==> config.mk <==
export PLATFORM = sky130hd
export DESIGN_NAME = palm_queue
export DESIGN_NICKNAME = d
export VERILOG_FILES = /design/src/palm_pkg.sv /design/src/palm_queue.sv
export SDC_FILE = /design/constraint.sdc
export NUM_CORES = 1
export LEC_CHECK = 0
export BUFFER_PORTS_ARGS = -buffer_cell sky130_fd_sc_hd__buf_2
export CORE_ASPECT_RATIO = 0.8
export CORE_UTILIZATION = 35
export CTS_BUF_LIST = sky130_fd_sc_hd__clkbuf_8 sky130_fd_sc_hd__clkbuf_16
export CTS_CLUSTER_DIAMETER = 100
export DETAILED_ROUTE_END_ITERATION = 7
export PLACE_DENSITY = 0.63
export SYNTH_ARGS = -nofsm -noshare
export SYNTH_HDL_FRONTEND = slang
export SYNTH_SLANG_ARGS = --single-unit
==> constraint.sdc <==
create_clock -name clk -period 4.9 [get_ports clk]
set_input_delay 1.225 -clock clk [delete_from_list [all_inputs] [get_ports clk]]
set_output_delay 1.225 -clock clk [all_outputs]
set_load 0.02 [all_outputs]
==> src/palm_pkg.sv <==
// ----------------------------------------------------------------------------
// palm_pkg: shared types and constants for the LSE attention merge
// Holds the item types, fixed-point constants and the exp factor table.
// ----------------------------------------------------------------------------
package palm_pkg;

	// Storage depth of the accumulator and the usable head vector length.
	localparam int MAX_HEAD_DIM = 128;
	localparam int DIM_CAP = (MAX_HEAD_DIM < 128) ? MAX_HEAD_DIM : 128;
	localparam int ACC_AW = (MAX_HEAD_DIM > 1) ? $clog2(MAX_HEAD_DIM) : 1;

	// Depth of the queue between the front and the back.
	localparam int QDEPTH = 4;
	localparam int QAW = $clog2(QDEPTH);

	// Fixed-point constants.
	localparam logic signed [23:0] LSE_NEG_INF = 24'sh800000;
	localparam logic signed [23:0] LSE_MAX = 24'sh7FFFFF;
	localparam logic [16:0] ONE_Q16 = 17'd65536;
	localparam logic [16:0] LOG2E_Q16 = 17'd94548;
	localparam logic [15:0] LN2_Q16 = 16'd45426;
	localparam logic [30:0] Q30_ONE = 31'h40000000;

	// Register map.
	localparam logic REG_HEAD_DIM = 1'b0;

	typedef struct packed {
		logic signed [23:0] partial_lse;
		logic signed [31:0] value;
		logic [6:0] element_index;
		logic first_partial;
		logic last_partial;
	} in_item_t;

	typedef struct packed {
		logic signed [31:0] merged_value;
		logic signed [23:0] out_lse;
		logic [6:0] out_index;
		logic last;
	} out_item_t;

	// Classified element as it waits between front and back.
	typedef struct packed {
		logic signed [23:0] lse;
		logic signed [31:0] value;
		logic [6:0] idx;
		logic first;
		logic emit;
		logic tail;
	} q_item_t;

	// Result of the weight unit.
	typedef struct packed {
		logic done;
		logic [15:0] l;
		logic [16:0] w_hi;
		logic [16:0] w_lo;
	} wres_t;

	// Factors 2^-(2^-i) in Q.30 for i = 1..16.
	typedef logic [16:1][29:0] exp_tab_t;

	function automatic exp_tab_t exp_table();
		logic [63:0] c;
		logic [63:0] v;
		logic [63:0] r;
		logic [63:0] b;
		exp_tab_t t;
		t = '0;
		c = 64'd1 << 29;
		for (int i = 1; i <= 16; i++) begin
			v = c << 30;
			r = '0;
			b = 64'd1 << 62;
			for (int k = 0; k < 32; k++) begin
				if (b > v) begin
					b = b >> 2;
				end
			end
			for (int k = 0; k < 32; k++) begin
				if (b != 64'd0) begin
					if (v >= r + b) begin
						v = v - (r + b);
						r = (r >> 1) + b;
					end else begin
						r = r >> 1;
					end
					b = b >> 2;
				end
			end
			c = r;
			t[i] = c[29:0];
		end
		return t;
	endfunction

	localparam exp_tab_t EXP_TAB = exp_table();

endpackage

==> src/palm_queue.sv <==
// ----------------------------------------------------------------------------
// palm_queue: short queue between front and back
// A small register FIFO of classified elements.
// ----------------------------------------------------------------------------
module palm_queue (
	input  logic clk,
	input  logic arst_n,
	input  logic push,
	input  palm_pkg::q_item_t wdata,
	input  logic pop,
	output palm_pkg::q_item_t rdata,
	output logic full,
	output logic empty
);

	palm_pkg::q_item_t buf_q [palm_pkg::QDEPTH];
	logic [palm_pkg::QAW-1:0] wr_q;
	logic [palm_pkg::QAW-1:0] rd_q;
	logic [palm_pkg::QAW:0] cnt_q;

	assign full = (cnt_q == (palm_pkg::QAW + 1)'(palm_pkg::QDEPTH));
	assign empty = (cnt_q == '0);
	assign rdata = buf_q[rd_q];

	// Storage needs no reset.
	always_ff @(posedge clk) begin
		if (push) begin
			buf_q[wr_q] <= wdata;
		end
	end

	// Pointers and fill count.
	always_ff @(posedge clk or negedge arst_n) begin
		if (!arst_n) begin
			wr_q <= '0;
			rd_q <= '0;
			cnt_q <= '0;
		end else begin
			if (push) begin
				wr_q <= wr_q + 1'b1;
			end
			if (pop) begin
				rd_q <= rd_q + 1'b1;
			end
			if (push && !pop) begin
				cnt_q <= cnt_q + 1'b1;
			end else if (pop && !push) begin
				cnt_q <= cnt_q - 1'b1;
			end
		end
	end

endmodule

==> results.ini <==
[pwr]
peakVddDrop_v=0.000372
power_density_mw_per_mm2=617
cellLeakagePower_uw=0.00402

[finish]
area_delta_synth_final_pct=18.6
multiInputGateArea_mm2=0.00170
stdcell_count=913
fin_nets=606
drive_above_1_share_pct=44.4
diodes=0
fill_cells=2375
fin_util_pct=42.8
design_area_mm2=0.0118
seq_area_mm2=0.00811

[yosys]
synth_xor_area_share_pct=0.529
synthTopCellsByCount=264 x edfxtp_1, 66 x mux4_2, 7 x dfrtp_1
synth_cells=379
synthFlopType=edfxtp_1
synth.most_common_cell=edfxtp_1
yosys.area.top_type_share_pct=79.8
yosys.area_share.simple_pct=0.491
synth-compound-area-share_pct=0.0504
syn_nets=455
synth_cell_type_count=20
avgSynthCellArea_um2=26.2
synth-seq-area-share_pct=81.5
synth_top_family_by_area=multiplexers
synthTopCellsByArea=edfxtp_1 80%, mux4_2 15%, dfrtp_1 1.8%
mappedNetlistArea_mm2=0.00994
yosys_warnings=0
muxShareOfSynthArea_pct=15.1
yosys.area.top_type=edfxtp_1
synth_fa_ha_area_share_pct=0.831
synth_edf_count=264
synth-seq-cells=271
async_flop_share_pct=2.58

[critical_path]
crit_chain=buf_12, mux4_2, buf_2
crit_buf_inv=2
crit_path_start_kind=flip-flop
slowest_delay_ps=860
endpoint_kind=output pin
critical_path_peak_fanout=37
crit_cells=3
worst-setup-path-type=reg2out
slowest_stage=dfrtp_4
cp_data_required_time_ps=3670
r2r_cells=3
cp_data_arrival_time_ps=2560
crit_family=flip-flops

[route]
drtIter0Drc=221
drt_first_pass_iters=4
drt_wl_total_mm=18.3
detail-route-antenna-nets=0
via_per_inst=4.77
via_count=4351
drc_errors=0
wl_per_cell_um=20.1

[grt]
grt_pass1_vias=4781
globalRouteTotalUtil_pct=12.6
grt_max_degree=68
grt_overflow_total=0
antenna_found_initial=2
grt_pass1_wl_mm=27.8

[die]
die-area_mm2=0.0291
die_w_um=190
rows=54
initial_core_util_pct=36.0
die_h_um=153
io_pins=138
core_area_mm2=0.0276

[clock_tree]
htreeDepth=1
post_cts_resized=0
clock_path_buffers=3
cts_made_buffers=26
cts_root_buf=clkbuf_16
cts_tree=built
numClockSinks=271
postCtsHoldBufs=0
path_clk_slew_ps=60
cts_setup_buffers=0
insertion_delay_ps=520

[sta]
fin_crit_ps=3790
max_slew_margin_pct=26.0
report.final.slew_viol_count=0
tns_ps=0
min_period_over_period_pct=77.3
worstMarginPinSlew_ps=1110
finalHoldViolations=0
fmax_mhz=264
clock_skew_ps=10.5
finalSetupViolations=0
rsz0062_at_grt=false

[placement]
io_buffers=137
post_dp_cell_area_mm2=0.0110
detailed_place_hpwl_mm=10.1
post-place-cells=866
gp_congestion=0.641

[flow_run]
cap_violations=0

[min_path]
hp-class=reg2reg
hold_depth=1

[run_status]
status=complete, no violations

-- per-stage QoR --
stage | power (uW) | worst slack [ps] | hold slack [ps]
3_5_place_dp | 5520 | 1550 | 483
2_1_floorplan | 4840 | 1690 | 456
4_1_cts | 7420 | 972 | 497
5_1_grt | 7620 | 910 | 513
3_3_place_gp | 5450 | 1580 | 470
6_report | 7280 | 1110 | 495
-- power breakdown --
part	internal, uW	total (uW)	switching (uW)
clock network	1070	1890	814
registers	3040	3350	309
logic	892	2040	1150
-- worst paths after layout --
kind	start	slack, ps	end
hold reg to reg	cnt_q[2]	490	cnt_q[2]
setup reg to reg	wr_q[1]	2920	buf_q[1][18]
hold / removal	cnt_q[2]	490	cnt_q[2]
max in group asynchronous	arst_n	4180	rd_q[1]
setup / recovery	rd_q[0]	1110	rdata[25]
min in group asynchronous	arst_n	530	rd_q[0]
-- cells in the final DEF, fill, tap and decap left out --
cell	n
nand2_1	2
dfrtp_1	5
clkbuf_16	27
xor2_1	4
o21ai_0	1
nor2_1	1
buf_12	1
clkbuf_8	2
xnor2_1	2
clkinv_1	6
mux2_2	1
clkinv_2	2
and2_4	4
mux4_2	66
fa_1	1
bufinv_16	1
dfrtp_4	2
buf_2	137
inv_8	1
ha_1	5
nor3_1	1
edfxtp_1	264
nor3b_1	1
inv_1	12
-- layout make-up --
type	instances	share of cell area, %
Timing Repair Buffer	138	5.99
Clock inverter	18	0.881
Tap cell	364	3.86
Multi-Input combinational cell	89	14.4
Clock buffer	29	5.96
Sequential cell	271	68.8
Inverter	4	0.127
-- per-layer routing --
metal	routed length (um)	share of wire (%)	GRT usage (%)
met5	27	0.15	0
met4	428	2.3	3.28
met3	991	5.4	3.13
met2	9020	49	21.2
met1	7860	43	16.3
-- cells by family (layout without fill, tap and decap cells) --
| logic type | count (synthesis) | after routing |
|---|---|---|
| flip-flops | 271 | 271 |
| multiplexers | 67 | 67 |
| buffers and inverters | 19 | 189 |
| AND/OR/NAND/NOR | 9 | 9 |
| adder cells (fa/ha/maj) | 6 | 6 |
| XOR/XNOR | 6 | 6 |
| AO/OA/AOI/OAI | 1 | 1 |
-- state kept, by name, indices dropped and copies added, names as in the netlist --
register	flops
buf_q	264
cnt_q	3
wr_q	2
rd_q	2
(Power assumes the default switching activity.)
