==> config.mk <==
export PLATFORM = sky130hd
export DESIGN_NAME = palm_front
export DESIGN_NICKNAME = d
export VERILOG_FILES = /design/src/palm_pkg.sv /design/src/palm_front.sv
export SDC_FILE = /design/constraint.sdc
export NUM_CORES = 1
export LEC_CHECK = 0
export BUFFER_PORTS_ARGS = -buffer_cell sky130_fd_sc_hd__buf_2
export CAP_MARGIN = 20
export CORE_AREA = 5 5 78 80
export CTS_CLUSTER_DIAMETER = 150
export CTS_CLUSTER_SIZE = 25
export DETAILED_ROUTE_END_ITERATION = 10
export DIE_AREA = 0 0 83 85
export GPL_ROUTABILITY_DRIVEN = 0
export MAX_ROUTING_LAYER = met4
export PLACE_DENSITY = 0.77
export SLEW_MARGIN = 10
export SYNTH_ARGS = -nofsm -noshare
export SYNTH_HDL_FRONTEND = slang
export SYNTH_SLANG_ARGS = --single-unit
==> constraint.sdc <==
create_clock -name clk -period 3.49 [get_ports clk]
set_clock_uncertainty 0.05 [all_clocks]
set_input_delay 0.698 -clock clk [delete_from_list [all_inputs] [get_ports clk]]
set_output_delay 0.698 -clock clk [all_outputs]
set_load 0.01 [all_outputs]
==> src/palm_pkg.sv <==
// ----------------------------------------------------------------------------
// palm_pkg: shared types and constants for the LSE attention merge
// Holds the item types, fixed-point constants and the exp factor table.
// ----------------------------------------------------------------------------
package palm_pkg;

	// Storage depth of the accumulator and the usable head vector length.
	localparam int MAX_HEAD_DIM = 128;
	localparam int DIM_CAP = (MAX_HEAD_DIM < 128) ? MAX_HEAD_DIM : 128;
	localparam int ACC_AW = (MAX_HEAD_DIM > 1) ? $clog2(MAX_HEAD_DIM) : 1;

	// Depth of the queue between the front and the back.
	localparam int QDEPTH = 4;
	localparam int QAW = $clog2(QDEPTH);

	// Fixed-point constants.
	localparam logic signed [23:0] LSE_NEG_INF = 24'sh800000;
	localparam logic signed [23:0] LSE_MAX = 24'sh7FFFFF;
	localparam logic [16:0] ONE_Q16 = 17'd65536;
	localparam logic [16:0] LOG2E_Q16 = 17'd94548;
	localparam logic [15:0] LN2_Q16 = 16'd45426;
	localparam logic [30:0] Q30_ONE = 31'h40000000;

	// Register map.
	localparam logic REG_HEAD_DIM = 1'b0;

	typedef struct packed {
		logic signed [23:0] partial_lse;
		logic signed [31:0] value;
		logic [6:0] element_index;
		logic first_partial;
		logic last_partial;
	} in_item_t;

	typedef struct packed {
		logic signed [31:0] merged_value;
		logic signed [23:0] out_lse;
		logic [6:0] out_index;
		logic last;
	} out_item_t;

	// Classified element as it waits between front and back.
	typedef struct packed {
		logic signed [23:0] lse;
		logic signed [31:0] value;
		logic [6:0] idx;
		logic first;
		logic emit;
		logic tail;
	} q_item_t;

	// Result of the weight unit.
	typedef struct packed {
		logic done;
		logic [15:0] l;
		logic [16:0] w_hi;
		logic [16:0] w_lo;
	} wres_t;

	// Factors 2^-(2^-i) in Q.30 for i = 1..16.
	typedef logic [16:1][29:0] exp_tab_t;

	function automatic exp_tab_t exp_table();
		logic [63:0] c;
		logic [63:0] v;
		logic [63:0] r;
		logic [63:0] b;
		exp_tab_t t;
		t = '0;
		c = 64'd1 << 29;
		for (int i = 1; i <= 16; i++) begin
			v = c << 30;
			r = '0;
			b = 64'd1 << 62;
			for (int k = 0; k < 32; k++) begin
				if (b > v) begin
					b = b >> 2;
				end
			end
			for (int k = 0; k < 32; k++) begin
				if (b != 64'd0) begin
					if (v >= r + b) begin
						v = v - (r + b);
						r = (r >> 1) + b;
					end else begin
						r = r >> 1;
					end
					b = b >> 2;
				end
			end
			c = r;
			t[i] = c[29:0];
		end
		return t;
	endfunction

	localparam exp_tab_t EXP_TAB = exp_table();

endpackage

==> src/palm_front.sv <==
// ----------------------------------------------------------------------------
// palm_front: input side of the merge
// Holds the head length register, drops out-of-range elements and queues
// the rest with their tail flag.
// ----------------------------------------------------------------------------
module palm_front (
	input  logic clk,
	input  logic arst_n,
	input  logic in_valid,
	output logic in_stall,
	input  palm_pkg::in_item_t in_data,
	input  logic psel,
	input  logic penable,
	input  logic pwrite,
	input  logic [2:0] paddr,
	input  logic [31:0] pwdata,
	output logic [31:0] prdata,
	input  logic q_full,
	output logic q_push,
	output palm_pkg::q_item_t q_item
);

	logic [7:0] head_dim_q;
	logic [7:0] dim;
	logic [7:0] idx_ext;

	// Configuration register write.
	always_ff @(posedge clk or negedge arst_n) begin
		if (!arst_n) begin
			head_dim_q <= 8'd128;
		end else if (psel && penable && pwrite && paddr[2] == palm_pkg::REG_HEAD_DIM) begin
			head_dim_q <= pwdata[7:0];
		end
	end

	assign prdata = (paddr[2] == palm_pkg::REG_HEAD_DIM) ? {24'd0, head_dim_q} : 32'd0;

	// Effective head length, clamped to the supported range.
	always_comb begin
		if (head_dim_q == 8'd0) begin
			dim = 8'd1;
		end else if (head_dim_q > 8'(palm_pkg::DIM_CAP)) begin
			dim = 8'(palm_pkg::DIM_CAP);
		end else begin
			dim = head_dim_q;
		end
	end

	// Classify the element and forward it to the queue.
	assign idx_ext = {1'b0, in_data.element_index};
	assign in_stall = q_full;
	assign q_push = in_valid && !q_full && (idx_ext < dim);

	always_comb begin
		q_item.lse = in_data.partial_lse;
		q_item.value = in_data.value;
		q_item.idx = in_data.element_index;
		q_item.first = in_data.first_partial;
		q_item.emit = in_data.last_partial;
		q_item.tail = (idx_ext == dim - 8'd1);
	end

endmodule

==> reports/metrics.cfg, run 1 <==
[run_status]
status = complete, no violations

[worst_setup_path]
critPathKind = register to output pin
cp_num_buf_inv = 1
critPathLaunchType = register
crit_fanout = 6
critical_path_required_ns = 2.74
critPathSlowestCell = or4_4
cp_top_family = simple AND/OR/NAND/NOR gates
r2r_slack_ns = 2.51
slowest_delay_ns = 0.58
crit_chain = or4_4 > nor3_4 > o21ai_2 > ha_1 > nand4bb_1 > a21oi_1 > o21a_1 > a211o_1 > nor3_2 > buf_2
cp-end-kind = output pin
critPathArrivalTime_ns = 2.65

[pwr]
ir_drop_uv = 245
clkPwrFrac = 0.203
comb_power_share = 0.542
seqPwrFrac = 0.256
p_int_w = 0.000339
p_sw_w = 0.000225
power_leakage_nw = 0.630
finalPower_w = 0.000564
sw_frac_of_total = 0.400
power_density_mw_per_mm2 = 435

[floorplanning]
io_pins = 207
fp.dieH_um = 85
dieWidth_um = 83
die-area_mm2 = 0.00706
start_util = 0.289
coreArea_mm2 = 0.00534
rows = 27

[clocking]
postCtsHoldBufs = 0
htree_levels = 1
post-cts-setup-buffers = 0
cts_buffers = 3
clock_sinks = 8
worstSkewPairLatency_ns = 0.22
clkTransAtPathRegs_ns = 0.04
clk_path_buf_depth = 2
cts_tree = done
clockRootBuffer = clkbuf_8

[cells_and_area]
nets = 279
top_regs = head_dim_q: 8 flops
final_cells = 235
num_antenna_cells = 0
finalCoreUtilization = 0.243
regMostFlops = head_dim_q
largest_register_ffs = 8
syn_to_final_growth_pct = -16.0
final_cell_mix = 40 x buf_2, 24 x conb_1, 8 x nor2b_1, 8 x mux2_2, 8 x ha_1
layout_commonest_cell = buf_2
drive_above_1_share = 0.380

[flow_run]
drv_cap = 0

[synthesis]
ys_warn_count = 0
synth_cells = 187
synth_cell_types = 37
syn_area_mm2 = 0.00154
ys_seq_area_frac = 0.131
synth-seq-cells = 8
synth_area_per_cell_um2 = 8.25

[global_routing]
track_usage = 0.0854
overflow = 0
grt_pass1_wl_um = 4840
grt_max_degree = 15
grt_pass1_vias = 985
antenna_found_initial = 0

[detailed_routing]
drc_errors = 0
wl_um = 3040
drt-pass1-iter-count = 4
vias_per_cell = 4.31
vias = 1013
first_iter_violations = 11
wl_per_cell_um = 12.9
drtAntennaViolNets = 0

[sta]
hold_viol_final = 0
fmax_mhz = 295
rsz0062_at_grt = yes
maxSlewViolCount = 0
fin_crit_ns = 3.39
fin_crit_sh = 0.973
timing.hold.ws_ns = 0.247
fin_ws_ns = 0.0953
final-setup-viol-count = 0

[place]
place_inst = 231
post-place-ws_ns = 0.183
io_buffers = 40
hpwl_um = 2600

[worst_hold_path]
min_path_type = input pin to asynchronous set/reset pin

[Yosys cell counts]
| cell | n | area [um^2] |
|---|---|---|
| a2111oi_0 | 1 | 8.76 |
| a211o_1 | 1 | 8.76 |
| a21oi_1 | 6 | 30.0 |
| a221o_1 | 1 | 10.0 |
| a22o_1 | 1 | 8.76 |
| a311oi_1 | 1 | 8.76 |
| a32oi_1 | 1 | 8.76 |
| buf_4 | 93 | 698 |
| buf_6 | 1 | 11.3 |
| clkbuf_1 | 1 | 3.75 |
| conb_1 | 1 | 3.75 |
| dfrtp_1 | 7 | 175 |
| dfstp_2 | 1 | 26.3 |
| ha_1 | 8 | 100 |
| inv_1 | 6 | 22.5 |
| mux2_2 | 8 | 90.1 |
| nand2_1 | 6 | 22.5 |
| nand2b_1 | 1 | 6.26 |
| nand4_1 | 1 | 6.26 |
| nand4b_1 | 1 | 8.76 |
| nand4bb_1 | 1 | 11.3 |
| nor2_1 | 2 | 7.51 |
| nor2b_1 | 8 | 50.1 |
| nor3_1 | 4 | 20.0 |
| nor3_2 | 1 | 10.0 |
| nor3b_1 | 2 | 15.0 |
| nor4_1 | 1 | 6.26 |
| o211ai_1 | 1 | 7.51 |
| o21a_1 | 3 | 22.5 |
| o21ai_0 | 6 | 30.0 |
| o21bai_1 | 1 | 7.51 |
| o22ai_2 | 1 | 12.5 |
| o31ai_1 | 1 | 7.51 |
| o41a_2 | 1 | 12.5 |
| or4_4 | 1 | 11.3 |
| xnor2_1 | 4 | 35.0 |
| xor2_1 | 2 | 17.5 |
[kinds of logic (layout without fill, tap and decap cells)]
| group | after synthesis | in the layout | synth area share |
|---|---|---|---|
| AO/OA/AOI/OAI | 26 | 26 | 0.119 |
| XOR/XNOR | 6 | 6 | 0.0341 |
| AND/OR/NAND/NOR | 29 | 29 | 0.114 |
| flip-flops | 8 | 8 | 0.131 |
| other | 1 | 24 | 0.00243 |
| buffers and inverters | 101 | 54 | 0.477 |
| multiplexers | 8 | 8 | 0.0584 |
| adder cells (fa/ha/maj) | 8 | 8 | 0.0649 |
[routing by layer]
metal,GRT usage,up-vias,wire [um]
met4,0.0565,0,129
met2,0.136,82,1450
met5,-,-,0
met1,0.0961,446,1150
met3,0.0194,20,315
li1,-,465,-
[metrics by stage]
stage	TNS, ns	cell area (um^2)
3_5_place_dp	0	1240
2_1_floorplan	0	1630
4_1_cts	0	1280
6_report	0	1300
5_1_grt	-0.0369	1300
3_3_place_gp	0	1240
[cell type report]
cell class	count	area (um^2)
fill	610	4040
multi-input combinational	101	707
timing repair buffer	44	230
sequential	8	201
tap	72	90.1
clock buffer	4	45.0
inverter	6	22.5
[path summary, 6_finish.rpt]
| path | start | endpoint | cells past startpoint |
|---|---|---|---|
| max in group asynchronous | arst_n | head_dim_q[7] | 1 |
| min | arst_n | head_dim_q[3] | 1 |
| min in group clk | head_dim_q[0] | head_dim_q[0] | 1 |
| max reg2reg | head_dim_q[6] | head_dim_q[6] | 1 |
| max | head_dim_q[3] | q_item[0] | 10 |
| min reg2reg | head_dim_q[0] | head_dim_q[0] | 1 |
[power groups by stage]
stage	clock (W)	combinational, W	sequential (W)
finish	0.000114	0.000305	0.000144
global route	0.000125	0.000347	0.000150
CTS	0.000117	0.000306	0.000141
detailed placement	0	0.000303	0.000143
global placement	0	0.000296	0.000141
floorplan	0	0.000327	0.000132
[repair_timing]
action                     in CTS  in global routing
pin swaps                       2                  0
setup endpoints to repair       1                  2
gates resized for setup         1                  4
cloned                          0                  0
Note: power is estimated with default switching activity, not from simulation.
==> inputs of run 2 (changes only) <==
--- a/config.mk
+++ b/config.mk
@@ -13,8 +13,9 @@
 export DETAILED_ROUTE_END_ITERATION = 10
 export DIE_AREA = 0 0 83 85
 export GPL_ROUTABILITY_DRIVEN = 0
+export HOLD_SLACK_MARGIN = 0.02
 export MAX_ROUTING_LAYER = met4
-export PLACE_DENSITY = 0.77
+export PLACE_DENSITY_LB_ADDON = 0.15
 export SLEW_MARGIN = 10
 export SYNTH_ARGS = -nofsm -noshare
 export SYNTH_HDL_FRONTEND = slang
==> reports/metrics.cfg, run 2 (synthesis results as in run 1) <==
[run_status]
status = complete, no violations

[place]
place_inst = 232  ; +0.43%
placed_area_mm2 = 0.00124  ; +0.61%
hpwl_um = 2620  ; +0.54%
io_buffers = 40  ; unchanged

[global_routing]
antenna_found_initial = 0  ; unchanged
overflow = 0  ; unchanged
grt_pass1_vias = 1038  ; +5.4%
grt_max_degree = 13  ; -2
track_usage = 0.0895  ; +0.00418
grt_pass1_wl_um = 5150  ; +6.3%

[worst_setup_path]
critPathArrivalTime_ns = 2.57  ; -0.08 ns
critPathKind = register to output pin
cp-end-kind = output pin
critical_path_required_ns = 2.74  ; about the same
crit_fanout = 4  ; -2
startpoint = head_dim_q[3]
critPathLaunchType = register
rr_startpoint = head_dim_q[6]

[sta]
timing.hold.ws_ns = 0.259  ; +0.0121 ns
maxSlewViolCount = 0  ; unchanged
rsz0062_at_grt = no
hold_viol_final = 0  ; unchanged
fin_crit_ns = 3.32  ; -0.0776 ns
fin_crit_sh = 0.950  ; -0.0222
fin_tns_setup_ns = 0  ; unchanged
fmax_mhz = 301  ; +2.3%
final-setup-viol-count = 0  ; unchanged

[cells_and_area]
drive_above_1_share = 0.390  ; +0.00988
final_cells = 236  ; +0.43%
syn_to_final_growth_pct = -15.6
largest_register_ffs = 8  ; unchanged
fillers = 604  ; -0.98%
final_cell_mix = 40 x buf_2, 24 x conb_1, 8 x nor2b_1, 8 x mux2_2
num_antenna_cells = 0  ; unchanged
layout_commonest_cell = buf_2
regArea_um2 = 201  ; unchanged
top_regs = head_dim_q: 8 flops
nets = 280  ; +0.36%
finish.instance_area_mm2 = 0.00130  ; +0.48%
multi_input_area_um2 = 706  ; -0.18%
regMostFlops = head_dim_q

[pwr]
power_density_mw_per_mm2 = 439  ; +0.96%
ir_drop_uv = 215  ; -12%
power_leakage_nw = 0.632  ; +0.35%

[floorplanning]
die-area_mm2 = 0.00706  ; unchanged
dieWidth_um = 83  ; unchanged
io_pins = 207  ; unchanged
fp.dieH_um = 85  ; unchanged
start_util = 0.289  ; unchanged
coreArea_mm2 = 0.00534  ; unchanged
rows = 27  ; unchanged

[detailed_routing]
vias = 989  ; -2.4%
wl_um = 3160  ; +3.9%
vias_per_cell = 4.19  ; -2.8%
wl_per_cell_um = 13.4  ; +3.5%
first_iter_violations = 40  ; +29
drtAntennaViolNets = 0  ; unchanged
drc_errors = 0  ; unchanged
drt-pass1-iter-count = 4  ; unchanged

[worst_hold_path]
min_path_type = input pin to asynchronous set/reset pin

[clocking]
clk_path_buf_depth = 2  ; unchanged
post-cts-setup-buffers = 0  ; unchanged
clockRootBuffer = clkbuf_8
htree_levels = 1  ; unchanged
clock_sinks = 8  ; unchanged
worstSkewPairLatency_ns = 0.22  ; about the same
cts_buffers = 3  ; unchanged
clkTransAtPathRegs_ns = 0.04  ; about the same
cts_tree = done

[flow_run]
drv_cap = 0  ; unchanged

[run 2: critical path, cell delays in order, from the launching register on]
cell      delay [ns]
dfrtp_1         0.37
or4_4           0.57
nor3_2          0.12
o21ai_1         0.10
ha_2            0.27
xnor2_1         0.12
a311oi_1        0.23
o41a_2          0.18
o21ai_0         0.10
nor3_2          0.12
buf_2           0.15
[run 2: power by group]
part	total, W	switching, W	internal, W
sequential	0.000142	0.0000267	0.000116
combinational	0.000316	0.000168	0.000148
clock	0.000113	0.0000342	0.0000790
total	0.000572	0.000229	0.000343
[run 2: layer usage]
layer / part of all wire / global-route usage / routed length, um / vias to the layer above
li1: - / - / - / 466
met1: 0.42 / 0.106 / 1340 / 435
met2: 0.42 / 0.133 / 1320 / 68
met3: 0.12 / 0.0252 / 377 / 20
met4: 0.042 / 0.0579 / 133 / 0
met5: 0 / - / 0 / -
[run 2: cell type report]
type	count	share of cell area
Sequential cell	8	0.155
Multi-Input combinational cell	101	0.542
Inverter	6	0.0173
Clock buffer	4	0.0346
Timing Repair Buffer	45	0.183
Tap cell	72	0.0692
[run 2: final timing paths]
check	to	slack, ns	cells after the start
setup / recovery	q_item[0]	0.17	10
hold / removal	head_dim_q[3]	0.26	1
setup reg to reg	head_dim_q[6]	2.52	1
hold reg to reg	head_dim_q[0]	0.55	1
max in group asynchronous	head_dim_q[7]	2.89	1
min in group clk	head_dim_q[0]	0.55	1
[run 2: what timing repair did]
item,CTS,global route
setup endpoints to repair,2,2
pin swaps,0,2
hold buffers,0,0
gates resized for setup,3,2
[run 2: stage by stage]
stage	worst slack, ns	total power [W]	utilization
6_report	0.173	0.000572	0.244
5_1_grt	0.00463	0.000630	0.244
4_1_cts	0.0224	0.000579	0.243
3_5_place_dp	0.203	0.000455	0.233
3_3_place_gp	0.231	0.000455	0.233
2_1_floorplan	0.284	0.000459	-
==> inputs of run 3 (changes only) <==
--- a/config.mk
+++ b/config.mk
@@ -5,6 +5,7 @@
 export SDC_FILE = /design/constraint.sdc
 export NUM_CORES = 1
 export LEC_CHECK = 0
+export ABC_AREA = 1
 export BUFFER_PORTS_ARGS = -buffer_cell sky130_fd_sc_hd__buf_2
 export CAP_MARGIN = 20
 export CORE_AREA = 5 5 78 80
==> reports/metrics.cfg, run 3 <==
[detailed_routing]
vias = 993  ; +0.40%
first_iter_violations = 78  ; +95%
wl_per_cell_um = 10.7  ; -20%
drtAntennaViolNets = 0  ; unchanged
wl_um = 2840  ; -10%
vias_per_cell = 3.75  ; -11%
drt-pass1-iter-count = 4  ; unchanged
drc_errors = 0  ; unchanged

[worst_setup_path]
critical_path_required_ns = 2.74  ; about the same
critPathSlowestCell = dfrtp_1
crit_fanout = 7  ; +3
cp_top_family = compound AO/OA/AOI/OAI gates
critPathArrivalTime_ns = 2.35  ; -0.22 ns
critPathKind = register to output pin
cpMostUsedCell = nor2_1
cp_num_buf_inv = 2  ; +1
slowest_delay_ns = 0.43  ; -0.14 ns
cp-end-kind = output pin
critPathLaunchType = register
crit_chain = nor2_1 > nand2_1 > o21ai_2 > buf_4 > nand2_2 > ha_1 > a21oi_1 > o21ai_1 > nand4_1 > o2111ai_1 > nor2_1 > buf_2

[synthesis]
synth_edf_count = 0  ; unchanged
ys_warn_count = 0  ; unchanged
synth-async-reset-ratio = 1.00  ; unchanged
syn_area_mm2 = 0.00149  ; -3.2%
synth_cells = 216  ; +16%
synthTopCellsByCount = 90 x buf_4, 27 x nand2_1, 23 x nor2_1
synth_top_cell_area_share = 0.452  ; about the same
synth_area_per_cell_um2 = 6.92  ; -16%
synth-seq-cells = 8  ; unchanged
yosys-top-cells-area = buf_4 45%, dfrtp_1 12%, nand2_1 6.8%
synth_ff_type = dfrtp_1
synth_cell_types = 25  ; -32%
yosys.area.top_type = buf_4
ys_seq_area_frac = 0.135  ; +0.00427
synthMostInstantiatedCell = buf_4

[floorplanning]
start_util = 0.280  ; -0.00914
dieWidth_um = 83  ; unchanged
fp.dieH_um = 85  ; unchanged
rows = 27  ; unchanged
die-area_mm2 = 0.00706  ; unchanged
coreArea_mm2 = 0.00534  ; unchanged
io_pins = 207  ; unchanged

[cells_and_area]
layout_commonest_cell = buf_2
final_cell_mix = 40 x buf_2, 27 x nand2_1, 24 x conb_1, 23 x nor2_1, 16 x inv_1
final_cells = 265  ; +12%
top_regs = head_dim_q: 8 flops
num_antenna_cells = 0  ; unchanged
largest_register_ffs = 8  ; unchanged
drive_above_1_share = 0.269  ; -0.121
nets = 309  ; +10%
regMostFlops = head_dim_q
syn_to_final_growth_pct = -16.8

[clocking]
clock_sinks = 8  ; unchanged
htree_levels = 1  ; unchanged
cts.repair.resized = 0  ; -3
clkTransAtPathRegs_ns = 0.04  ; about the same
clockRootBuffer = clkbuf_8
worstSkewPairLatency_ns = 0.23  ; about the same
postCtsHoldBufs = 0  ; unchanged
post-cts-setup-buffers = 0  ; unchanged
cts_tree = done
cts_buffers = 3  ; unchanged
clk_path_buf_depth = 2  ; unchanged

[run_status]
status = complete, no violations

[global_routing]
use_met2 = 0.108  ; -0.0248
grt.busiest_layer = met2
antenna_found_initial = 0  ; unchanged
grt_max_degree = 17  ; +4
grt_util_met3 = 0.0311  ; +0.00583
grt_pass1_wl_um = 4430  ; -14%
track_usage = 0.0767  ; -0.0129
use_met1 = 0.0939  ; -0.0121
grt_pass1_vias = 949  ; -8.6%
overflow = 0  ; unchanged

[flow_run]
drv_cap = 0  ; unchanged

[place]
io_buffers = 40  ; unchanged
place_inst = 261  ; +13%
hpwl_um = 2420  ; -7.6%

[worst_hold_path]
min_path_type = input pin to asynchronous set/reset pin

[sta]
hold_viol_final = 0  ; unchanged
slew_headroom = 0.585
timing.hold.ws_ns = 0.257  ; -0.00213 ns
fmax_mhz = 323  ; +7.0%
rsz0062_at_grt = no
maxSlewViolCount = 0  ; unchanged
fin_crit_sh = 0.888  ; -0.0622
final-setup-viol-count = 0  ; unchanged
fin_tns_setup_ns = 0  ; unchanged
tightest_slew_ns = 0.621
fin_crit_ns = 3.10  ; -0.217 ns

[pwr]
power_density_mw_per_mm2 = 399  ; -9.2%
power_leakage_nw = 0.714  ; +13%
ir_drop_uv = 210  ; -2.2%

## run 3: cell types whose count changed after synthesis, sizes merged, moves of 2 or more
cell / previous run / this run
nor3: 5 / 0
inv: 6 / 19
o21a: 3 / 0
nand3: 0 / 7
nor2b: 8 / 0
nor2: 2 / 23
nand2: 6 / 28
a21oi: 6 / 12
nand3b: 0 / 2
xnor2: 4 / 2
nand4: 1 / 3
nor3b: 2 / 0
buf: 94 / 92
mux2: 8 / 0
## run 3: stage by stage
step                power, W  worst slack (ns)  cell area [um^2]  utilization
global placement    0.000385             0.614              1200        0.224
floorplan           0.000401             0.936              1580            -
finish              0.000495             0.390              1240        0.233
detailed placement  0.000384             0.584              1200        0.224
CTS                 0.000505             0.327              1240        0.233
global route        0.000550             0.172              1240        0.233
## run 3: cell families (layout without fill, tap and decap cells)
kind of cell               count (synthesis)  count (layout)  synth area share
buffers and inverters                    112              66             0.513
other                                      1              24           0.00251
and+or+nand+nor                           63              63             0.176
adders and majority gates                  8               8            0.0670
xor gates and xnor gates                   4               4            0.0327
AOI/OAI and AO/OA                         20              20            0.0737
DFF                                        8               8             0.135
## run 3: final timing paths
path,from,end,slack [ns],depth (start not counted)
worst max-delay path,head_dim_q[4],q_push,0.39,12
worst min-delay path,arst_n,head_dim_q[1],0.26,1
worst max register to register,head_dim_q[7],head_dim_q[7],2.59,2
worst min register to register,head_dim_q[6],head_dim_q[6],0.49,2
max in group asynchronous,arst_n,head_dim_q[7],2.89,1
min in group clk,head_dim_q[6],head_dim_q[6],0.49,2
## run 3: area by class of cell
class	count	area [um^2]
Inverter	19	71.3
Timing Repair Buffer	43	223
Tap cell	72	90.1
Fill cell	650	4100
Sequential cell	8	201
Multi-Input combinational cell	119	612
Clock buffer	4	45.0
## run 3: where the power goes
group / total [W] / switching [W] / leakage (nW) / internal [W]
Clock: 0.000116 / 0.0000372 / 0.0228 / 0.0000792
Sequential: 0.000129 / 0.0000166 / 0.0851 / 0.000112
Combinational: 0.000250 / 0.000148 / 0.606 / 0.000102
## run 3: metal layers
metal  part of all wire  routed length, um  up-vias
li1                   -                  -      513
met1               0.45               1260      414
met2               0.42               1200       58
met3               0.12                343        8
met4              0.011                 32        0
met5                  0                  0        -
## run 3: worst register-to-register path: cells and delay by family, from the launching register on
family / cells / cell delay (ns)
DFF: 1 / 0.55
buffers and inverters: 1 / 0.09
AOI/OAI and AO/OA: 1 / 0.13
